`config.mk`:
```
export PLATFORM = sky130hd
export DESIGN_NAME = nei_math
export DESIGN_NICKNAME = d
export VERILOG_FILES = /design/src/hdl/nei_pkg.sv /design/src/hdl/nei_math.sv
export SDC_FILE = /design/constraint.sdc
export NUM_CORES = 1
export LEC_CHECK = 0
export BUFFER_PORTS_ARGS = -buffer_cell sky130_fd_sc_hd__clkbuf_2
export CAP_MARGIN = 15
export CORE_ASPECT_RATIO = 2
export CORE_UTILIZATION = 55
export DETAILED_ROUTE_END_ITERATION = 10
export GPL_TIMING_DRIVEN = 1
export PLACE_DENSITY_LB_ADDON = 0.3
export RECOVER_POWER = 100
export SKIP_LAST_GASP = 1
export SLEW_MARGIN = 20
export SYNTH_ARGS = -nofsm -noshare
export SYNTH_HDL_FRONTEND = slang
export SYNTH_SLANG_ARGS = --single-unit
```
`constraint.sdc`:
```
create_clock -name clk -period 18.5 [get_ports clk]
set_input_delay 2.775 -clock clk [delete_from_list [all_inputs] [get_ports clk]]
set_output_delay 2.775 -clock clk [all_outputs]
set_load 0.1 [all_outputs]
```
`src/hdl/nei_pkg.sv`:
```
// Shared types, constants and helpers for the navmesh edge interest point block.
// No dependencies; imported by nei_math and the top level.
package nei_pkg;

  localparam int NEI_MAX_VERTS = 16;
  localparam int RESULT_LIMIT  = 32;
  localparam int CNT_W         = 6;
  localparam int DIV_W         = 48;

  localparam logic [15:0] NUDGE_CENTER = 16'd6554;
  localparam logic [15:0] NUDGE_ALONG  = 16'd32768;

  localparam logic [2:0] REG_ORIGIN_X    = 3'd0;
  localparam logic [2:0] REG_ORIGIN_Y    = 3'd1;
  localparam logic [2:0] REG_ORIGIN_UP   = 3'd2;
  localparam logic [2:0] REG_CELL_SIZE   = 3'd3;
  localparam logic [2:0] REG_CELL_HEIGHT = 3'd4;

  typedef enum logic [0:0] {
    MOP_DIV  = 1'b0,
    MOP_SQRT = 1'b1
  } mop_t;

  typedef struct packed {
    logic start;
    mop_t op;
  } math_req_t;

  function automatic logic signed [31:0] sat32(input logic signed [37:0] v);
    if (v > 38'sd2147483647) return 32'sh7fffffff;
    if (v < -38'sd2147483648) return 32'sh80000000;
    return v[31:0];
  endfunction

endpackage

```
`src/hdl/nei_math.sv`:
```
// Iterative arithmetic unit: restoring divide (one quotient bit per cycle)
// and integer square root (one result bit per cycle). Depends on nei_pkg.
module nei_math import nei_pkg::*; (
  input  logic        clk,
  input  logic        rst,
  input  math_req_t   req,
  input  logic [63:0] opa,
  input  logic [31:0] opb,
  output logic        done,
  output logic [63:0] res
);

  logic             busy;
  mop_t             op;
  logic [5:0]       steps;
  logic [31:0]      dsr;
  logic [31:0]      rem;
  logic [DIV_W-1:0] quo;
  logic [63:0]      x;
  logic [63:0]      r;
  logic [63:0]      bit_w;
  logic [32:0]      trial;
  logic             ge;
  logic [63:0]      rb;

  assign trial = {rem, quo[DIV_W-1]};
  assign ge    = trial >= {1'b0, dsr};
  assign rb    = r + bit_w;
  assign res   = (op == MOP_SQRT) ? r : 64'(quo);

  always_ff @(posedge clk) begin
    if (rst) begin
      busy  <= 1'b0;
      done  <= 1'b0;
      steps <= '0;
      op    <= MOP_DIV;
    end else begin
      done <= 1'b0;
      if (req.start) begin
        busy  <= 1'b1;
        op    <= req.op;
        steps <= (req.op == MOP_SQRT) ? 6'd32 : 6'(DIV_W);
      end else if (busy) begin
        steps <= steps - 6'd1;
        if (steps == 6'd1) begin
          busy <= 1'b0;
          done <= 1'b1;
        end
      end
    end
  end

  always_ff @(posedge clk) begin
    if (req.start) begin
      dsr   <= opb;
      rem   <= '0;
      quo   <= opa[DIV_W-1:0];
      x     <= opa;
      r     <= '0;
      bit_w <= 64'h4000_0000_0000_0000;
    end else if (busy) begin
      if (op == MOP_DIV) begin
        rem <= ge ? 32'(trial - {1'b0, dsr}) : trial[31:0];
        quo <= {quo[DIV_W-2:0], ge};
      end else begin
        if (x >= rb) begin
          x <= x - rb;
          r <= (r >> 1) + bit_w;
        end else begin
          r <= r >> 1;
        end
        bit_w <= bit_w >> 2;
      end
    end
  end

endmodule
```
Yosys cells after proc, flatten, opt, wreduce, memory -nomap -nowiden --
Cells that the tools add are included.
Word-level totals: register bits after elaboration 281
Operators by class: add/sub/neg operators 5, order comparisons 2, equal/unequal tests 2, muxes and demuxes 17, bitwise logic cells 2, reduce and logical (&&, ||, !) cells 8
Operator list (count):
- $mux W64 | 6
- $mux W48 | 3
- $add A63 B63 Y64 | 1
- $add A64 B63 Y64 | 1
- $ge A64 B64 Y1 | 1
- $sub A64 B64 Y64 | 1
- $ge A33 B32 Y1 | 1
- $mux W32 | 1
- $sub A32 B32 Y32 | 1
- $mux W6 | 2
- $eq A6 B1 Y1 const B | 1
- $reduce_and A2 Y1 | 3
- $reduce_bool A2 Y1 | 3
- $sub A6 B1 Y6 const B | 1
- $mux W5 | 1
- $mux W1 | 4
- $reduce_and A3 Y1 | 1
- $reduce_or A3 Y1 | 1
- $ne A2 B2 Y1 const B | 1
- $not A1 Y1 | 2

Longest topological paths before layout --
Gate-level depths: netlist of run 1.
word-level depth 6, depth in mapped cells 29

Worst setup path before layout of run 1 --
No wires, ideal clock.
path type flip-flop to flip-flop, start point register r[2], end point register x[0] (enable), library setup time 575 ps, data arrival time 9722 ps, path slack 8204 ps, stages on the path, launching flop included 24, buffers on the path 3, clock period less this slack 10296 ps, cells stage by stage dfxtp_1 > ha_1 > a31oi_1 > a211oi_2 > a21oi_1 > o21ai_1 > a21oi_1 > o31ai_1 > a31oi_1 > o21ai_1 > a31o_2 > a21oi_1 > o21bai_1 > xnor2_1 > ha_1 > clkbuf_1 > nand4_1 > or3_1 > or4_4 > a2111oi_4 > nor2_2 > buf_2 > buf_2 > o21ai_0
On the way: longest elaborated chain between the ends 4
RTL lines:
- start: declaration | RTL line nei_math.sv:20 | logic [63:0] r;
- start signal: assignment | RTL line nei_math.sv:68 | r <= (r >> 1) + bit_w;
- start signal: assignment | RTL line nei_math.sv:70 | r <= r >> 1;
- $add A64 B63 Y64 | RTL line nei_math.sv:28 | assign rb = r + bit_w;
- $ge A64 B64 Y1 | RTL line nei_math.sv:66 | if (x >= rb) begin
- $reduce_bool A2 Y1 (no line)
- $reduce_and A3 Y1 (no line)
- end signal: assignment | RTL line nei_math.sv:58 | x <= opa;
- end signal: assignment | RTL line nei_math.sv:67 | x <= x - rb;
- end: declaration | RTL line nei_math.sv:19 | logic [63:0] x;
Every way passes these cells. A chain may end at the register's enable or synchronous reset.

Final worst setup path of run 1 --
start point register r[2], end point register x[44] (enable)
Same word-level chain as after synthesis.

==> results of run 1 <==
layer usage:
layer / part of all wire [%] / vias up / wire length (µm)
met5: 0 / - / 0
met4: 9.3 / 0 / 6270
met3: 3.8 / 306 / 2590
met2: 54 / 690 / 36100
met1: 33 / 9327 / 22300
li1: - / 9575 / -
cells by family (layout without fill, tap and decap cells):
family / count (synthesis) / after routing / synth area share (%)
compound gates: 855 / 855 / 24.8
xor+xnor: 193 / 193 / 7.96
fa+ha+maj: 166 / 166 / 9.85
buf+inv: 286 / 360 / 5.21
flops: 281 / 281 / 33.3
mux: 39 / 39 / 1.84
other cells: 0 / 2 / 0
simple gates: 801 / 801 / 17.0
stage by stage:
step                      area [µm²]  std cells
after floorplan                21200       2621
after global placement         22200       3156
after detailed placement       22200       3156
after CTS                      23200       3210
after global routing           23100       3211
final                          23100       3212
worst min-delay path by stage:
stage | from | to | slack (ns) | depth (start not counted)
after floorplan | rem[10]$_SDFFE_PP0P_ | rem[10]$_SDFFE_PP0P_ | 0.45 | 2
after global placement | bit_w[0]$_SDFFE_PP0P_ | bit_w[0]$_SDFFE_PP0P_ | 0.47 | 2
after detailed placement | rem[6]$_SDFFE_PP0P_ | rem[6]$_SDFFE_PP0P_ | 0.47 | 2
after CTS | rem[6]$_SDFFE_PP0P_ | rem[6]$_SDFFE_PP0P_ | 0.48 | 2
after global routing | rem[4]$_SDFFE_PP0P_ | rem[4]$_SDFFE_PP0P_ | 0.51 | 2
final | rem[9]$_SDFFE_PP0P_ | rem[9]$_SDFFE_PP0P_ | 0.48 | 2
worst register-to-register path: stages (launching register included):
cell	delay, ns
dfxtp_1	0.36
ha_1	0.36
a31oi_1	0.17
a211oi_1	0.50
a21oi_1	0.26
o21ai_0	0.67
a21oi_1	0.30
o31ai_1	0.51
a31oi_1	0.24
inv_1	0.14
a31oi_1	0.13
o21bai_1	0.25
a31oi_1	0.12
xor2_1	0.17
ha_1	0.34
nand4_1	0.16
or2_0	0.26
or3_1	0.37
or4_1	0.46
a2111oi_0	3.58
nor2_4	-0.08
o21ai_4	1.01
clkbuf_1	1.72
state kept, by name, indices dropped and copies added, names as in the netlist:
signal	flops
bit_w	32
busy	1
done	1
dsr	32
op	1
quo	48
r	64
rem	32
steps	6
x	64
Yosys cell counts (34+ instances only):
| library cell | count | area, µm² |
|---|---|---|
| a211oi_1 | 37 | 278 |
| a21o_1 | 70 | 526 |
| mux2i_1 | 38 | 380 |
| nor2_1 | 192 | 721 |
| ha_1 | 164 | 2050 |
| xnor2_1 | 92 | 806 |
| a21oi_1 | 178 | 891 |
| inv_1 | 131 | 492 |
| nand3_1 | 34 | 170 |
| o21ai_0 | 310 | 1550 |
| nand4_1 | 52 | 325 |
| clkbuf_1 | 129 | 484 |
| o21bai_1 | 35 | 263 |
| xor2_1 | 101 | 885 |
| edfxtp_1 | 144 | 4320 |
| a31oi_1 | 76 | 475 |
| dfxtp_1 | 137 | 2740 |
| nand2_1 | 348 | 1310 |
area by class of cell:
| type | instances | area (µm²) |
|---|---|---|
| inverter | 131 | 493 |
| sequential | 281 | 7070 |
| antenna | 2 | 5.00 |
| tap | 515 | 644 |
| clock buffer | 44 | 865 |
| timing repair buffer | 175 | 803 |
| multi-input combinational | 2054 | 13100 |
| fill | 3436 | 15000 |
| clock inverter | 10 | 109 |
power by group:
group / internal [mW] / switching, mW
clock network: 0.350 / 0.260
logic: 0.185 / 0.402
registers: 0.716 / 0.0347
placed cells by master (no fill, tap or decap), types with 9 or more instances in the layout:
cell type,synthesis,final
ha_1,164,164
nor2b_1,27,27
o21a_1,9,9
a211oi_1,37,38
xor2_1,101,101
nand2b_1,17,17
dfxtp_1,137,136
nand3_1,34,34
a32oi_1,9,9
xnor2_1,92,92
nand4_1,52,52
a31oi_1,76,76
a21oi_1,178,177
clkbuf_16,0,30
a221oi_1,11,11
a21o_1,70,70
and3_1,18,18
clkbuf_2,1,100
clkbuf_1,129,78
edfxtp_1,144,144
inv_1,131,130
or3_1,24,24
a31o_2,9,9
nor4_1,13,13
o21ai_0,310,310
a311oi_1,13,13
o22ai_1,10,10
o31ai_1,16,16
and2_1,27,26
o21bai_1,35,34
mux2i_1,38,38
nand2_1,348,347
nor3_1,26,26
nor2_1,192,192
==> metrics.csv, run 1 <==
stage,metric,value,unit
cts,ctsHoldBuffers,0,
status,violations,"capacitance limit, slew limit",
floorplan,start_util,55.8,%
global_routing,grt.total_usage,33.9,%
cts,cts.sinks,281,
setup_path,r2r-start,r[2]$_SDFFE_PP0P_,
pwr,powerDensity,84.5,nW/µm²
cells_and_area,drive_above_1_share,6.79,%
sta,worstMarginPinSlew,6.00,ns
cells_and_area,nets,2938,
cts,cts_buffers,29,
run,max_cap_violations,9,
cells_and_area,utilization,60.6,%
sta,setup_tns,0,ns
pwr,totalPowerFinal,1.95,mW
setup_path,crit_start,r[2]$_SDFFE_PP0P_,
cts,cts_root_buf,clkbuf_16,
setup_path,critPathCaptureType,register,
cts,postCtsSetupBuffers,0,
detailed_routing,routed_wl,67.2,mm
floorplan,rows,101,
cells_and_area,area_growth,8.59,%
sta,fin_ws,6.04,ns
setup_path,path_max_fanout,38,
synth,ys.warnings.count,0,
floorplan,io_pins,165,
setup_path,slowest_delay,3.58,ns
sta,setup_viol,0,
place,gp_congestion,0.989,
setup_path,r2r-end,x[44]$_DFFE_PP_,
cts,max-clock-path-buffers,3,
pwr,ir_worst_vdd,0.0000770,V
sta,skew,0.0295,ns
detailed_routing,ant_nets,0,
global_routing,grt_max_degree,136,
setup_path,crit_arrival,12.60,ns
setup_path,endpoint,x[44]$_DFFE_PP_,
synth,synth-edff-count,144,
min_path,hold_path_class,reg -> reg,
setup_path,r2r_cells,22,
setup_path,cp.depth,22,
global_routing,grt_use_met2,65.6,%
detailed_routing,drc,0,
place,hpwl,51.3,mm
sta,min_period,12.46,ns
cts,clk_pin_slew_worst_paths,0.07,ns
cts,htreeDepth,1,
floorplan,fp.dieW,141,µm
global_routing,grt-ovfl-total,0,
sta,max-slew-margin-rel,-300,%
global_routing,met3_usage,3.86,%
cts,clk_latency,0.59,ns
global_routing,busiest_layer,met2,
detailed_routing,vias_per_cell,6.19,
cts,ctsResizeCount,0,
synth,synth.avg_cell_area,8.10,µm²
detailed_routing,vias,19900,
detailed_routing,drtPass1Iterations,7,
sta,rsz0062_at_grt,false,
cts,cts_tree,yes,
synth,ys_types,76,
synth,async_flop_share,0,%
setup_path,start_kind,register,
floorplan,die-area,39500,µm²
synth,syn-num-nets,2887,
synth,synth_area,21200,µm²
pwr,leakage,9.14,nW
global_routing,grt_pass1_wl,105,mm
sta,max_freq,80.3,MHz
sta,whs,0.483,ns
setup_path,reg2reg_slack,6.04,ns
setup_path,required,18.64,ns
detailed_routing,first_iter_violations,1374,
sta,final-hold-violation-count,0,
sta,finalCritPeriodShare,67.3,%
synth,synth-seq-cells,281,
setup_path,criticalPathCategory,reg -> reg,
setup_path,worst-path-buf-inv,2,
global_routing,grtUsageMet1,30.8,%
floorplan,coreArea,38000,µm²
synth,ys.flop_type,edfxtp_1,
synth,netlist_instances,2621,
status,outcome,finished with violations,
setup_path,critPathTopFamily,compound AO/OA/AOI/OAI gates,
global_routing,grt_pass1_vias,20200,
synth,yosysSeqAreaShare,33.3,%
floorplan,die_y,280,µm
sta,maxSlewViolCount,597,
setup_path,worstPathCellList,ha_1 > a31oi_1 > a211oi_1 > a21oi_1 > o21ai_0 > a21oi_1 > o31ai_1 > a31oi_1 > inv_1 > a31oi_1 > o21bai_1 > a31oi_1 > xor2_1 > ha_1 > nand4_1 > or2_0 > or3_1 > or4_1 > a2111oi_0 > nor2_4 > o21ai_4 > clkbuf_1,
place,pre_cts_slack,10.38,ns
global_routing,antenna_found_initial,1,
setup_path,crit_path_frequent_cell,a31oi_1,
place,port_buffers,164,
detailed_routing,wire_per_inst,20.9,µm
setup_path,critPathSlowestCell,a2111oi_0,
No activity file was read; power rests on OpenSTA's default activity.
==> run 2, diff against run 1 <==
--- a/config.mk
+++ b/config.mk
@@ -5,6 +5,7 @@
 export SDC_FILE = /design/constraint.sdc
 export NUM_CORES = 1
 export LEC_CHECK = 0
+export ABC_AREA = 1
 export BUFFER_PORTS_ARGS = -buffer_cell sky130_fd_sc_hd__clkbuf_2
 export CAP_MARGIN = 15
 export CORE_ASPECT_RATIO = 2
==> constraint.sdc (replaced) <==
create_clock -name clk -period 10.69 [get_ports clk]
set_input_delay 1.6035 -clock clk [delete_from_list [all_inputs] [get_ports clk]]
set_output_delay 1.6035 -clock clk [all_outputs]
set_load 0.1 [all_outputs]
==> run 2 against run 1 <==
Compared with the run above:
- the run still ends with capacitance limit, slew limit left
- clock power rose by 83%
- power is 81% higher
- design area rose by 26%
==> metrics.csv, run 2 <==
stage,metric,value,unit,change
synth,syn-num-nets,4751,,was 2887
global_routing,met3_usage,14.4,%,was 3.86%
place,hpwl,97.3,mm,was 51.3 mm
detailed_routing,drtPass1Iterations,6,,was 7
setup_path,crit_arrival,9.12,ns,was 12.60 ns
detailed_routing,ant_nets,0,,unchanged
place,place_inst,5176,,was 3156
cts,htreeDepth,1,,unchanged
sta,setup_viol,0,,unchanged
detailed_routing,first_iter_violations,3668,,was 1374
floorplan,die-area,50100,µm²,was 39500 µm²
min_path,hold_path_class,reg -> reg,,unchanged
synth,synth-edff-count,144,,unchanged
pwr,leakage,13.1,nW,was 9.14 nW
sta,skew,0.0366,ns,was 0.0295 ns
setup_path,slowest_delay,3.11,ns,was 3.58 ns
sta,finalCritPeriodShare,82.6,%,
detailed_routing,wire_per_inst,23.9,µm,was 20.9 µm
cells_and_area,nets,4835,,was 2938
global_routing,grt_pass1_wl,186,mm,was 105 mm
global_routing,grt.total_usage,50.0,%,was 33.9%
sta,setup_tns,0,ns,unchanged
setup_path,critPathCaptureType,register,,unchanged
cts,clk_latency,0.67,ns,was 0.59 ns
sta,worstMarginPinSlew,4.63,ns,was 6.00 ns
setup_path,criticalPathCategory,in -> reg,,was reg -> reg
global_routing,grt_use_met2,85.7,%,was 65.6%
setup_path,path_max_fanout,96,,was 38
setup_path,start_kind,input port,,was register
setup_path,worstPathCellList,clkbuf_1 > clkbuf_1 > inv_2 > nand2_1 > nand2_1 > buf_4 > inv_2 > buf_4,,was ha_1 > a31oi_1 > a211oi_1 > a21oi_1 > o21ai_0 > a21oi_1 > o31ai_1 > a31oi_1 > inv_1 > a31oi_1 > o21bai_1 > a31oi_1 > xor2_1 > ha_1 > nand4_1 > or2_0 > or3_1 > or4_1 > a2111oi_0 > nor2_4 > o21ai_4 > clkbuf_1
cts,cts_tree,yes,,unchanged
pwr,p_comb_share,32.2,%,was 30.1%
detailed_routing,routed_wl,125,mm,was 67.2 mm
global_routing,antenna_found_initial,8,,was 1
global_routing,busiest_layer,met2,,unchanged
synth,ys.warnings.count,0,,unchanged
pwr,totalPowerFinal,3.53,mW,was 1.95 mW
pwr,swShare,40.4,%,was 35.8%
sta,min_period,8.83,ns,
cts,cts.sinks,281,,unchanged
detailed_routing,vias,31300,,was 19900
cells_and_area,area_growth,7.48,%,was 8.59%
global_routing,grt_pass1_vias,31400,,was 20200
synth,yosysSeqAreaShare,26.1,%,was 33.3%
synth,synth.avg_cell_area,6.03,µm²,was 8.10 µm²
cells_and_area,final_cell_area,29100,µm²,was 23100 µm²
cts,postCtsSetupBuffers,0,,unchanged
floorplan,die_y,316,µm,was 280 µm
global_routing,grtUsageMet1,43.4,%,was 30.8%
place,placed_area,28200,µm²,was 22200 µm²
synth,ys_types,49,,was 76
cts,cts_root_buf,clkbuf_16,,unchanged
synth,synth_area,27000,µm²,was 21200 µm²
cts,cts_buffers,29,,unchanged
cells_and_area,final_common_cell,nand2_1,,unchanged
cells_and_area,drive_above_1_share,4.88,%,was 6.79%
setup_path,critPathSlowestCell,clkbuf_1,,was a2111oi_0
place,gp_congestion,1.14,,was 0.989
cells_and_area,utilization,59.9,%,was 60.6%
pwr,power.internal,2.11,mW,was 1.25 mW
global_routing,grt_max_degree,99,,was 136
place,port_buffers,164,,unchanged
floorplan,start_util,55.8,%,about the same
sta,max-slew-margin-rel,-209,%,was -300%
sta,maxSlewViolCount,335,,was 597
synth,async_flop_share,0,%,unchanged
cts,max-clock-path-buffers,3,,unchanged
synth,ys_top_cells_by_count,"nand2_1, inv_1, nor2_1",,"was nand2_1, o21ai_0, nor2_1"
synth,ys.flop_type,edfxtp_1,,unchanged
synth,netlist_instances,4485,,was 2621
status,violations,"capacitance limit, slew limit",,unchanged
pwr,ir_worst_vdd,0.000145,V,was 0.0000770 V
floorplan,fp.dieW,159,µm,was 141 µm
pwr,power_frac_seq,36.1,%,was 38.5%
floorplan,io_pins,165,,unchanged
sta,max_freq,113,MHz,
setup_path,required,10.98,ns,was 18.64 ns
sta,rsz0062_at_grt,false,,unchanged
pwr,powerDensity,122,nW/µm²,was 84.5 nW/µm²
cells_and_area,biggestRegsByFlops,"r (64), x (64), quo (48)",,unchanged
detailed_routing,vias_per_cell,5.98,,was 6.19
cts,ctsHoldBuffers,0,,unchanged
cells_and_area,final_cell_mix,"nand2_1, inv_1, nor2_1",,"was nand2_1, o21ai_0, nor2_1"
cts,clk_pin_slew_worst_paths,0.07,ns,about the same
pwr,p_switching,1.43,mW,was 0.697 mW
pwr,clkPwrFrac,31.7,%,was 31.3%
status,outcome,finished with violations,,unchanged
global_routing,grt-ovfl-total,0,,unchanged
floorplan,coreArea,48500,µm²,was 38000 µm²
detailed_routing,drc,0,,unchanged
synth,yosys.area.top_type,nand2_1,,was edfxtp_1
cells_and_area,finalNonFillerCells,5235,,was 3212
synth,synth-seq-cells,281,,unchanged
floorplan,rows,114,,was 101
synth,synth.most_common_cell,nand2_1,,unchanged
synth,synth_top_area_share,20.1,%,was 20.4%
synth,synthTopCellsByArea,"nand2_1, edfxtp_1, dfxtp_1",,"was edfxtp_1, dfxtp_1, ha_1"
run,max_cap_violations,5,,was 9
sta,final-hold-violation-count,0,,unchanged
cts,ctsResizeCount,0,,unchanged
[run 2: worst max-delay path: cells and delay by family]
family        cells  cell delay [ns]
buf+inv           6             6.73
simple gates      2             0.59
[run 2: cell families (layout without fill, tap and decap cells)]
kind of cell,after synthesis,count (layout),share of synthesized area [%]
other,0,5,0
flip-flops,281,281,26.1
buffers and inverters,751,858,11.1
adder cells (fa/ha/maj),166,166,7.74
AND/OR/NAND/NOR,2468,2468,37.6
AO/OA/AOI/OAI,706,706,13.8
XOR/XNOR,113,113,3.66
[run 2: power groups by stage]
stage | registers [mW] | logic, mW | clock network, mW
after floorplan | 1.27 | 0.809 | 0
after global placement | 1.29 | 1.09 | 0
after detailed placement | 1.30 | 1.10 | 0
after CTS | 1.27 | 1.11 | 1.10
after global routing | 1.28 | 1.22 | 1.14
final | 1.28 | 1.14 | 1.12
[run 2: metrics by stage]
stage / setup WS (ns) / hold slack, ns
finish: 1.86 / 0.471
global route: 1.56 / 0.486
CTS: 4.10 / 0.472
detailed placement: 4.12 / 0.461
global placement: 4.09 / 0.454
floorplan: 5.72 / 0.444
[run 2: final timing paths]
kind	startpoint	end	slack, ns	depth (start not counted)
setup / recovery	req[1]	quo[7]$_DFFE_PP_	1.86	8
hold / removal	rem[27]$_SDFFE_PP0P_	rem[27]$_SDFFE_PP0P_	0.47	2
setup reg to reg	r[50]$_SDFFE_PP0P_	x[20]$_DFFE_PP_	2.62	19
hold reg to reg	rem[27]$_SDFFE_PP0P_	rem[27]$_SDFFE_PP0P_	0.47	2
[run 2: layer usage]
metal | wire [µm] | vias up | share of wire (%)
met3 | 10600 | 849 | 8.4
met4 | 17800 | 4 | 14
met5 | 25 | - | 0.020
met2 | 59900 | 1814 | 48
met1 | 37000 | 14000 | 30
li1 | - | 14600 | -
[run 2: final cells by class]
cell class / instances / area [µm²]
sequential: 281 / 7070
inverter: 623 / 2340
antenna: 5 / 12.5
clock buffer: 40 / 873
clock inverter: 14 / 120
tap: 638 / 798
timing repair buffer: 181 / 862
multi-input combinational: 3453 / 17000
fill: 4967 / 19400
